**src/rtl/three_wire_serial_master_macros.svh**
```systemverilog
// Assertion helpers shared by the three-wire serial master RTL.
// Each macro expects clk and rst_n in the scope where it is used.
`ifndef THREE_WIRE_SERIAL_MASTER_MACROS_SVH
`define THREE_WIRE_SERIAL_MASTER_MACROS_SVH

// Same-cycle implication
`define CWSM_ASSERT_IMP(lbl, ante, cons) \
  lbl: assert property (@(posedge clk) disable iff (!rst_n) (ante) |-> (cons)) \
    else $error("same-cycle check failed");

// Next-cycle implication
`define CWSM_ASSERT_NXT(lbl, ante, cons) \
  lbl: assert property (@(posedge clk) disable iff (!rst_n) (ante) |=> (cons)) \
    else $error("next-cycle check failed");

`endif

```
**src/rtl/cwsm_pkg.sv**
```systemverilog
`default_nettype none

package cwsm_pkg;

  // Configuration register indexes
  localparam int unsigned CFG_IDX_W = 2;
  localparam logic [CFG_IDX_W-1:0] CFG_PHASE_TICKS  = 2'd0;
  localparam logic [CFG_IDX_W-1:0] CFG_SETUP_TICKS  = 2'd1;
  localparam logic [CFG_IDX_W-1:0] CFG_SAMPLE_TICKS = 2'd2;

  // Configuration reset values
  localparam logic [7:0] PHASE_TICKS_RST  = 8'd4;
  localparam logic [7:0] SETUP_TICKS_RST  = 8'd3;
  localparam logic [7:0] SAMPLE_TICKS_RST = 8'd14;

  // Bits shifted out, and read bits shifted in, per access kind
  localparam logic [4:0] RD_OUT_BITS = 5'd8;
  localparam logic [4:0] WR_OUT_BITS = 5'd16;
  localparam logic [4:0] RD_IN_BITS  = 5'd8;

  // Request codes
  localparam logic REQ_TICK  = 1'b0;
  localparam logic REQ_START = 1'b1;

  typedef struct packed {
    logic [7:0] phase_ticks;
    logic [7:0] ce_setup_ticks;
    logic [7:0] sample_wait_ticks;
  } cwsm_cfg_t;

  typedef struct packed {
    logic       req_type;
    logic       is_read;
    logic [7:0] address;
    logic [7:0] write_data;
    logic       data_pin_in;
  } cwsm_item_t;

  typedef struct packed {
    logic       ce_pin;
    logic       sclk_pin;
    logic       data_pin_out;
    logic       data_drive_en;
    logic       busy_res;
    logic       read_valid;
    logic [7:0] read_data;
  } cwsm_res_t;

endpackage

`default_nettype wire

```
**src/rtl/cwsm_cfg.sv**
```systemverilog
`default_nettype none

module cwsm_cfg
  import cwsm_pkg::*;
(
  input  wire logic                 clk,
  input  wire logic                 rst_n,
  input  wire logic                 cfg_valid,
  output logic                      cfg_ready,
  input  wire logic [CFG_IDX_W-1:0] cfg_index,
  input  wire logic [7:0]           cfg_data,
  output cwsm_cfg_t                 cfg
);

  cwsm_cfg_t cfg_r;

  // Writes never stall
  assign cfg_ready = 1'b1;
  assign cfg       = cfg_r;

  // Decode index and update one register; unknown indexes drop the word
  always_ff @(posedge clk) begin
    if (!rst_n) begin
      cfg_r.phase_ticks       <= PHASE_TICKS_RST;
      cfg_r.ce_setup_ticks    <= SETUP_TICKS_RST;
      cfg_r.sample_wait_ticks <= SAMPLE_TICKS_RST;
    end else if (cfg_valid) begin
      unique case (cfg_index)
        CFG_PHASE_TICKS:  cfg_r.phase_ticks       <= cfg_data;
        CFG_SETUP_TICKS:  cfg_r.ce_setup_ticks    <= cfg_data;
        CFG_SAMPLE_TICKS: cfg_r.sample_wait_ticks <= cfg_data;
        default: ;
      endcase
    end
  end

endmodule

`default_nettype wire

```
**src/rtl/cwsm_step.sv**
```systemverilog
`default_nettype none

`include "three_wire_serial_master_macros.svh"

module cwsm_step
  import cwsm_pkg::*;
(
  input  wire logic       clk,
  input  wire logic       rst_n,
  input  wire logic       step_valid,
  input  wire cwsm_item_t item,
  input  wire cwsm_cfg_t  cfg,
  output cwsm_res_t       res
);

  typedef enum logic [2:0] {
    PH_IDLE,
    PH_SETUP,
    PH_SH_LOW,
    PH_SH_HIGH,
    PH_RD_LOW,
    PH_RD_HIGH,
    PH_RD_WAIT,
    PH_HOLD
  } phase_t;

  phase_t      phase_r,     phase_nxt;
  logic [4:0]  bit_count_r, bit_count_nxt;
  logic [15:0] out_shift_r, out_shift_nxt;
  logic [7:0]  in_shift_r,  in_shift_nxt;
  logic [7:0]  tick_r,      tick_nxt;
  logic        read_mode_r, read_mode_nxt;
  logic        sclk_r,      sclk_nxt;

  logic        expired;
  logic [4:0]  bc_dec;
  logic        done_read;
  logic        releasing;
  logic        ce;

  assign expired = (tick_r <= 8'd1);
  assign bc_dec  = (bit_count_r != 5'd0) ? (bit_count_r - 5'd1) : bit_count_r;

  // Next state for one word: start a new access or advance time by one tick
  always_comb begin
    phase_nxt     = phase_r;
    bit_count_nxt = bit_count_r;
    out_shift_nxt = out_shift_r;
    in_shift_nxt  = in_shift_r;
    tick_nxt      = tick_r;
    read_mode_nxt = read_mode_r;
    sclk_nxt      = sclk_r;
    done_read     = 1'b0;
    if (step_valid) begin
      if (item.req_type == REQ_START) begin
        // start while busy is dropped
        if (phase_r == PH_IDLE) begin
          read_mode_nxt = item.is_read;
          if (item.is_read) begin
            out_shift_nxt = {8'h00, item.address};
            bit_count_nxt = RD_OUT_BITS;
          end else begin
            out_shift_nxt = {item.write_data, item.address};
            bit_count_nxt = WR_OUT_BITS;
          end
          sclk_nxt  = 1'b0;
          phase_nxt = PH_SETUP;
          tick_nxt  = cfg.ce_setup_ticks;
        end
      end else if (phase_r != PH_IDLE) begin
        if (!expired) begin
          tick_nxt = tick_r - 8'd1;
        end else begin
          unique case (phase_r)
            PH_SETUP: begin
              phase_nxt = PH_SH_LOW;
              tick_nxt  = cfg.phase_ticks;
            end
            PH_SH_LOW: begin
              sclk_nxt  = 1'b1;
              phase_nxt = PH_SH_HIGH;
              tick_nxt  = cfg.phase_ticks;
            end
            PH_SH_HIGH: begin
              out_shift_nxt = {1'b0, out_shift_r[15:1]};
              bit_count_nxt = bc_dec;
              if (bc_dec != 5'd0) begin
                sclk_nxt  = 1'b0;
                phase_nxt = PH_SH_LOW;
                tick_nxt  = cfg.phase_ticks;
              end else if (read_mode_r) begin
                // keep SCLK high one more phase, then start reading
                bit_count_nxt = RD_IN_BITS;
                phase_nxt     = PH_RD_HIGH;
                tick_nxt      = cfg.phase_ticks;
              end else begin
                sclk_nxt  = 1'b0;
                phase_nxt = PH_HOLD;
                tick_nxt  = cfg.ce_setup_ticks;
              end
            end
            PH_RD_LOW: begin
              sclk_nxt  = 1'b1;
              phase_nxt = PH_RD_HIGH;
              tick_nxt  = cfg.phase_ticks;
            end
            PH_RD_HIGH: begin
              sclk_nxt  = 1'b0;
              phase_nxt = PH_RD_WAIT;
              tick_nxt  = cfg.sample_wait_ticks;
            end
            PH_RD_WAIT: begin
              // sample into bit 7, shift right
              in_shift_nxt  = {item.data_pin_in, in_shift_r[7:1]};
              bit_count_nxt = bc_dec;
              if (bc_dec != 5'd0) begin
                phase_nxt = PH_RD_LOW;
                tick_nxt  = cfg.phase_ticks;
              end else begin
                phase_nxt = PH_HOLD;
                tick_nxt  = cfg.ce_setup_ticks;
              end
            end
            PH_HOLD: begin
              sclk_nxt  = 1'b0;
              phase_nxt = PH_IDLE;
              tick_nxt  = 8'd0;
              done_read = read_mode_r;
            end
            default: ;
          endcase
        end
      end
    end
  end

  // Pin levels after this word
  assign releasing = (phase_nxt == PH_RD_LOW) || (phase_nxt == PH_RD_HIGH) ||
                     (phase_nxt == PH_RD_WAIT) ||
                     ((phase_nxt == PH_HOLD) && read_mode_nxt);
  assign ce        = (phase_nxt != PH_IDLE);

  always_comb begin
    res.ce_pin        = ce;
    res.sclk_pin      = sclk_nxt;
    res.data_drive_en = !releasing;
    res.data_pin_out  = (!releasing && ce) ? out_shift_nxt[0] : 1'b0;
    res.busy_res      = ce;
    res.read_valid    = done_read;
    res.read_data     = in_shift_nxt;
  end

  // Hold link state
  always_ff @(posedge clk) begin
    if (!rst_n) begin
      phase_r     <= PH_IDLE;
      bit_count_r <= 5'd0;
      out_shift_r <= 16'h0000;
      in_shift_r  <= 8'h00;
      tick_r      <= 8'd0;
      read_mode_r <= 1'b0;
      sclk_r      <= 1'b0;
    end else begin
      phase_r     <= phase_nxt;
      bit_count_r <= bit_count_nxt;
      out_shift_r <= out_shift_nxt;
      in_shift_r  <= in_shift_nxt;
      tick_r      <= tick_nxt;
      read_mode_r <= read_mode_nxt;
      sclk_r      <= sclk_nxt;
    end
  end

  `CWSM_ASSERT_NXT(a_start_idle, step_valid && item.req_type && phase_r == PH_IDLE, phase_r == PH_SETUP && !sclk_r)
  `CWSM_ASSERT_NXT(a_start_busy, step_valid && item.req_type && phase_r != PH_IDLE, $stable(phase_r) && $stable(tick_r) && $stable(bit_count_r))
  `CWSM_ASSERT_IMP(a_bit_range, phase_r != PH_IDLE, bit_count_r <= WR_OUT_BITS)

endmodule

`default_nettype wire

```
**src/rtl/cwsm_oreg.sv**
```systemverilog
`default_nettype none

module cwsm_oreg
  import cwsm_pkg::*;
(
  input  wire logic      clk,
  input  wire logic      rst_n,
  input  wire logic      in_valid,
  output logic           in_ready,
  input  wire cwsm_res_t res,
  output logic           out_valid,
  input  wire logic      out_ready,
  output cwsm_res_t      out_res
);

  logic      out_valid_r;
  cwsm_res_t res_r;

  // Take a new word whenever the result slot is empty or being drained
  assign in_ready  = !out_valid_r || out_ready;
  assign out_valid = out_valid_r;
  assign out_res   = res_r;

  always_ff @(posedge clk) begin
    if (!rst_n) begin
      out_valid_r <= 1'b0;
    end else if (in_valid && in_ready) begin
      out_valid_r <= 1'b1;
    end else if (out_ready) begin
      out_valid_r <= 1'b0;
    end
  end

  // Load result payload
  always_ff @(posedge clk) begin
    if (in_valid && in_ready) begin
      res_r <= res;
    end
  end

endmodule

`default_nettype wire

```
**src/rtl/three_wire_serial_master.sv**
```systemverilog
// Channel  | Direction | Handshake            | Payload
// in_      | input     | in_valid / in_ready  | req_type, is_read, address, write_data, data_pin_in
// out_     | output    | out_valid/out_ready  | ce_pin, sclk_pin, data_pin_out, data_drive_en,
//          |           |                      | busy_res, read_valid, read_data
// cfg_     | input     | cfg_valid/cfg_ready  | cfg_index (0..2), cfg_data
//
// One word in, one word out; a word is taken every cycle unless a result waits unaccepted,
// and its result is formed combinationally and shown from the result register in the next cycle.
// in_ready drops only while a result waits and out_ready is low.
// cfg_ready is always high; writes take effect on the next cycle.
// Reset (rst_n low, synchronous) returns the link to idle and the
// registers to 4, 3 and 14 ticks.
`default_nettype none

`include "three_wire_serial_master_macros.svh"

module three_wire_serial_master
  import cwsm_pkg::*;
(
  input  wire logic                 clk,
  input  wire logic                 rst_n,

  input  wire logic                 in_valid,
  output logic                      in_ready,
  input  wire logic                 in_req_type,
  input  wire logic                 in_is_read,
  input  wire logic [7:0]           in_address,
  input  wire logic [7:0]           in_write_data,
  input  wire logic                 in_data_pin_in,

  output logic                      out_valid,
  input  wire logic                 out_ready,
  output logic                      out_ce_pin,
  output logic                      out_sclk_pin,
  output logic                      out_data_pin_out,
  output logic                      out_data_drive_en,
  output logic                      out_busy_res,
  output logic                      out_read_valid,
  output logic [7:0]                out_read_data,

  input  wire logic                 cfg_valid,
  output logic                      cfg_ready,
  input  wire logic [CFG_IDX_W-1:0] cfg_index,
  input  wire logic [7:0]           cfg_data
);

  cwsm_cfg_t  cfg;
  cwsm_item_t item;
  cwsm_res_t  res;
  cwsm_res_t  out_res;
  logic       accept;

  assign item.req_type    = in_req_type;
  assign item.is_read     = in_is_read;
  assign item.address     = in_address;
  assign item.write_data  = in_write_data;
  assign item.data_pin_in = in_data_pin_in;

  assign accept = in_valid && in_ready;

  cwsm_cfg u_cfg (
    .clk       (clk),
    .rst_n     (rst_n),
    .cfg_valid (cfg_valid),
    .cfg_ready (cfg_ready),
    .cfg_index (cfg_index),
    .cfg_data  (cfg_data),
    .cfg       (cfg)
  );

  cwsm_step u_step (
    .clk        (clk),
    .rst_n      (rst_n),
    .step_valid (accept),
    .item       (item),
    .cfg        (cfg),
    .res        (res)
  );

  cwsm_oreg u_oreg (
    .clk       (clk),
    .rst_n     (rst_n),
    .in_valid  (in_valid),
    .in_ready  (in_ready),
    .res       (res),
    .out_valid (out_valid),
    .out_ready (out_ready),
    .out_res   (out_res)
  );

  // Fan the result word out to ports
  assign out_ce_pin        = out_res.ce_pin;
  assign out_sclk_pin      = out_res.sclk_pin;
  assign out_data_pin_out  = out_res.data_pin_out;
  assign out_data_drive_en = out_res.data_drive_en;
  assign out_busy_res      = out_res.busy_res;
  assign out_read_valid    = out_res.read_valid;
  assign out_read_data     = out_res.read_data;

  `CWSM_ASSERT_NXT(a_accept_gives_out, accept, out_valid)
  `CWSM_ASSERT_IMP(a_read_done_idle, out_valid && out_read_valid, !out_busy_res && !out_ce_pin)

endmodule

`default_nettype wire
```
**config.mk**
```make
export PLATFORM = sky130hd
export DESIGN_NAME = three_wire_serial_master
export DESIGN_NICKNAME = d
export VERILOG_FILES = /design/src/rtl/cwsm_pkg.sv /design/src/rtl/cwsm_cfg.sv /design/src/rtl/cwsm_step.sv /design/src/rtl/cwsm_oreg.sv /design/src/rtl/three_wire_serial_master.sv
export VERILOG_INCLUDE_DIRS = /design/src /design/src/rtl
export SDC_FILE = /design/constraint.sdc
export NUM_CORES = 1
export LEC_CHECK = 0
export BUFFER_PORTS_ARGS = -buffer_cell sky130_fd_sc_hd__buf_2
export CAP_MARGIN = 25
export CORE_UTILIZATION = 45
export CTS_BUF_LIST = sky130_fd_sc_hd__clkbuf_8
export DETAILED_ROUTE_END_ITERATION = 12
export GPL_ROUTABILITY_DRIVEN = 0
export PLACE_DENSITY_LB_ADDON = 0.15
export REMOVE_ABC_BUFFERS = 1
export SLEW_MARGIN = 25
export SYNTH_ARGS = -nofsm -noshare
export SYNTH_HDL_FRONTEND = slang
export SYNTH_SLANG_ARGS = --single-unit
```
**constraint.sdc**
```tcl
create_clock -name clk -period 2.8 [get_ports clk]
set_input_delay 0.28 -clock clk [delete_from_list [all_inputs] [get_ports clk]]
set_output_delay 0.28 -clock clk [all_outputs]
set_load 0.02 [all_outputs]
```
==> metrics.md <==
| Metric | Value |
|---|---|
| Status | finished clean |
| Synth Warn # | 0 |
| Worst Tran Pin Value | 0.6068 ns |
| FF-to-FF Start | u_step.bit_count_r[0] |
| Root buf cell | clkbuf_8 |
| Worst clock skew | 0.01471 ns |
| Final period util | 92.68% |
| Top cells by area, synth | dfxtp_1, edfxtp_1, mux2i_1 |
| Required time of the critical path | 2.91 ns |
| GRT Util Overall | 22.23% |
| Most frequent CP cell | a21o_1 |
| Fin crit period | 2.595 ns |
| RSZ-0062 raised after global routing | no |
| Avg Cell Area, Syn | 8.686 um^2 |
| Hold WS | 0.1721 ns |
| Total power draw | 3.092 mW |
| Vias per inst | 5.709 |
| Mapped Area | 0.004230 mm^2 |
| Post-synth ARST share | 0% |
| Initial antenna violation count | 0 |
| Final worst slack | 0.2051 ns |
| Detailed Route Iter0 Violations | 364 |
| CTS clk-pin slew, worst paths | 0.08 ns |
| Post-synth EDFFs | 13 |
| P_leak | 1.952 nW |
| I/O Pins | 51 |
| Drt wl/cell | 15.75 um |
| Worst skew pair latency | 0.36 ns |
| Setup_tns | 0 ns |
| R2R cell count | 10 |
| Hold Fails Final Rpt | 0 |
| VDD IR-drop max | 0.2655 mV |
| Commonest cells post-synth | dfxtp_1, nand2_1, nor2_1 |
| Vias post-DR | 3,728 |
| WS Path Type | flip-flop to flip-flop |
| Antenna Nets Post-Route | 0 |
| Post-Layout Cell Count | 653 |
| CTS Buffer Depth | 2 |
| Die area | 0.009792 mm^2 |
| Top-area cell type share of the netlist area | 31.71% |
| Die span in y | 98.96 um |
| Post-synthesis cell count | 487 |
| Width of the chip | 98.96 um |
| # placed instances | 636 |
| Starting Density | 46.22% |
| First-pass GRT wire length | 17.31 mm |
| Antenna Cells | 0 |
| Largest net degree at the start of global routing | 48 |
| CP max FO | 7 |
| # clock sinks | 80 |
| CP endpoint kind | flip-flop |
| Hold wc startpoint | cfg_data[1] |
| Max Clock Freq | 385.4 MHz |
| CP cell instances | inv_1 > ha_2 > or4b_1 > mux2i_1 > a21o_1 > buf_4 > o221ai_1 > a21o_1 > o21ai_0 > a21oi_1 |
| Post-Layout Inst Area | 0.004830 mm^2 |
| CTS tree | done |
| Slew HR | 59.28% |
| Area Growth Syn to Fin | 14.17% |
| Detail Placement HPWL | 7.481 mm |
| H-tree depth | 3 |
| Core area | 0.009153 mm^2 |
| Hold Path Stages | 3 |
| Pre-antenna DRT Iters | 6 |
| Final nets | 574 |
| TritonCTS Buffers | 9 |
| Post-synthesis sequential area ratio | 40.93% |
| Worst path max stage delay | 0.53 ns |
| Placed cell area | 0.004629 mm^2 |
| Share of post-route cells with drive strength above 1 | 18.45% |
| Top-count cell post-synth | dfxtp_1 |
| Total Wirelength | 10.28 mm |
| Synth Register Bits | 80 |
| Fin util | 52.77% |
| Worst path slowest cell | or4b_1 |
| Post-synth top area cell | dfxtp_1 |
| Library cells used by synthesis | 60 |
| RR Endpoint | u_oreg.out_res[11] |
| Hold WC Path Type | primary input to flip-flop |
| Setup violations, final | 0 |
| Final slew viol count | 0 |
| Worst EP arrival | 2.70 ns |
| Vias in the first global route | 3,500 |
| Port buffer count | 49 |
| Total gr overflow | 0 |
| Hold Path Sink | u_cfg.cfg[1] |
| Max-cap violation count | 0 |
| Worst Setup Start Kind | flip-flop |
| Dpl ws | 0.2113 ns |
| Core Rows | 35 |
| # DRC | 0 |
| Pwr/cell area | 640.1 mW/mm^2 |
| R2R Setup Slk | 0.21 ns |
| Top_reg_cell synth | dfxtp_1 |
-- layout by cell type, fill, tap and decap left out, drive strengths merged, types with 3 or more instances in the layout --
cell,count
a211oi,8
a21boi,4
a21o,4
a21oi,31
a221oi,10
a22o,4
a22oi,7
a32oi,3
and2,20
buf,68
clkbuf,9
clkinv,3
dfxtp,67
edfxtp,13
ha,3
inv,15
mux2,11
mux2i,30
nand2,41
nand2b,7
nand3,19
nor2,38
nor2b,26
nor3,9
nor3b,10
o211ai,9
o21a,5
o21ai,29
or3,3
-- layer usage --
layer | part of all wire, % | wire [um] | global-route usage [%]
met1 | 48 | 4884 | 30.85
met3 | 6.6 | 678 | 5.177
met5 | 0 | 0 | 0
met4 | 1.5 | 156 | 6.315
met2 | 44 | 4562 | 34.48
-- registers in the layout (all words and copies together) (netlist names) --
name and cells:
u_step.bit_count_r 5, u_step.tick_r 8, u_step.in_shift_r 8, u_step.read_mode_r 1, u_oreg.out_valid 1, u_cfg.cfg 24
u_step.out_shift_r 16, u_step.phase_r 3, u_oreg.out_res 13, u_step.sclk_r 1
-- cell type report --
| class | count | area [um^2] |
|---|---|---|
| Clock inverter | 7 | 66.31 |
| Inverter | 14 | 52.55 |
| Clock buffer | 9 | 123.9 |
| Fill cell | 891 | 4323 |
| Sequential cell | 80 | 1732 |
| Tap cell | 111 | 138.9 |
| Timing Repair Buffer | 68 | 387.9 |
| Multi-Input combinational cell | 364 | 2328 |
-- where the power goes --
part | internal (mW) | switching (mW) | total [mW]
sequential | 1.25 | 0.0797 | 1.33
clock | 0.405 | 0.424 | 0.829
combinational | 0.378 | 0.559 | 0.937
total | 2.03 | 1.06 | 3.09
-- cell families (layout without fill, tap and decap cells) --
kind of cell	Yosys count	after routing	share of synthesized area [%]
compound gates	130	130	20.38
xor+xnor	2	2	0.4142
fa+ha+maj	3	3	0.8874
buf+inv	43	98	4.081
flops	80	80	40.93
mux	41	41	10.03
other cells	1	1	0.08865
simple gates	187	187	23.19
-- timing repair --
action                                  CTS  global route
endpoints found under the setup margin    0             2
hold buffers                              0             0
resized for setup                         0             1
buffers inserted                          0             1
-- how the worst max path moves through the flow --
stage / from / endpoint / slack [ns]
after global routing: u_step.bit_count_r[0] / u_step.tick_r[7] / 0.03
final: u_step.bit_count_r[0] / u_oreg.out_res[11] / 0.21
after CTS: u_step.bit_count_r[0] / u_step.tick_r[7] / 0.19
after global placement: u_step.bit_count_r[0] / u_step.tick_r[0] / 0.29
after floorplan: u_oreg.out_valid / u_oreg.out_res[0] / 0.14
after detailed placement: u_step.bit_count_r[0] / u_step.tick_r[0] / 0.21
-- critical path: cells and delay by family, from the launching register on --
family          cells  cell delay (ns)
compound gates      5             0.74
fa+ha+maj           1             0.23
buf+inv             2             0.24
flops               1             0.36
mux                 1             0.24
simple gates        1             0.53
(Power assumes the default switching activity.)
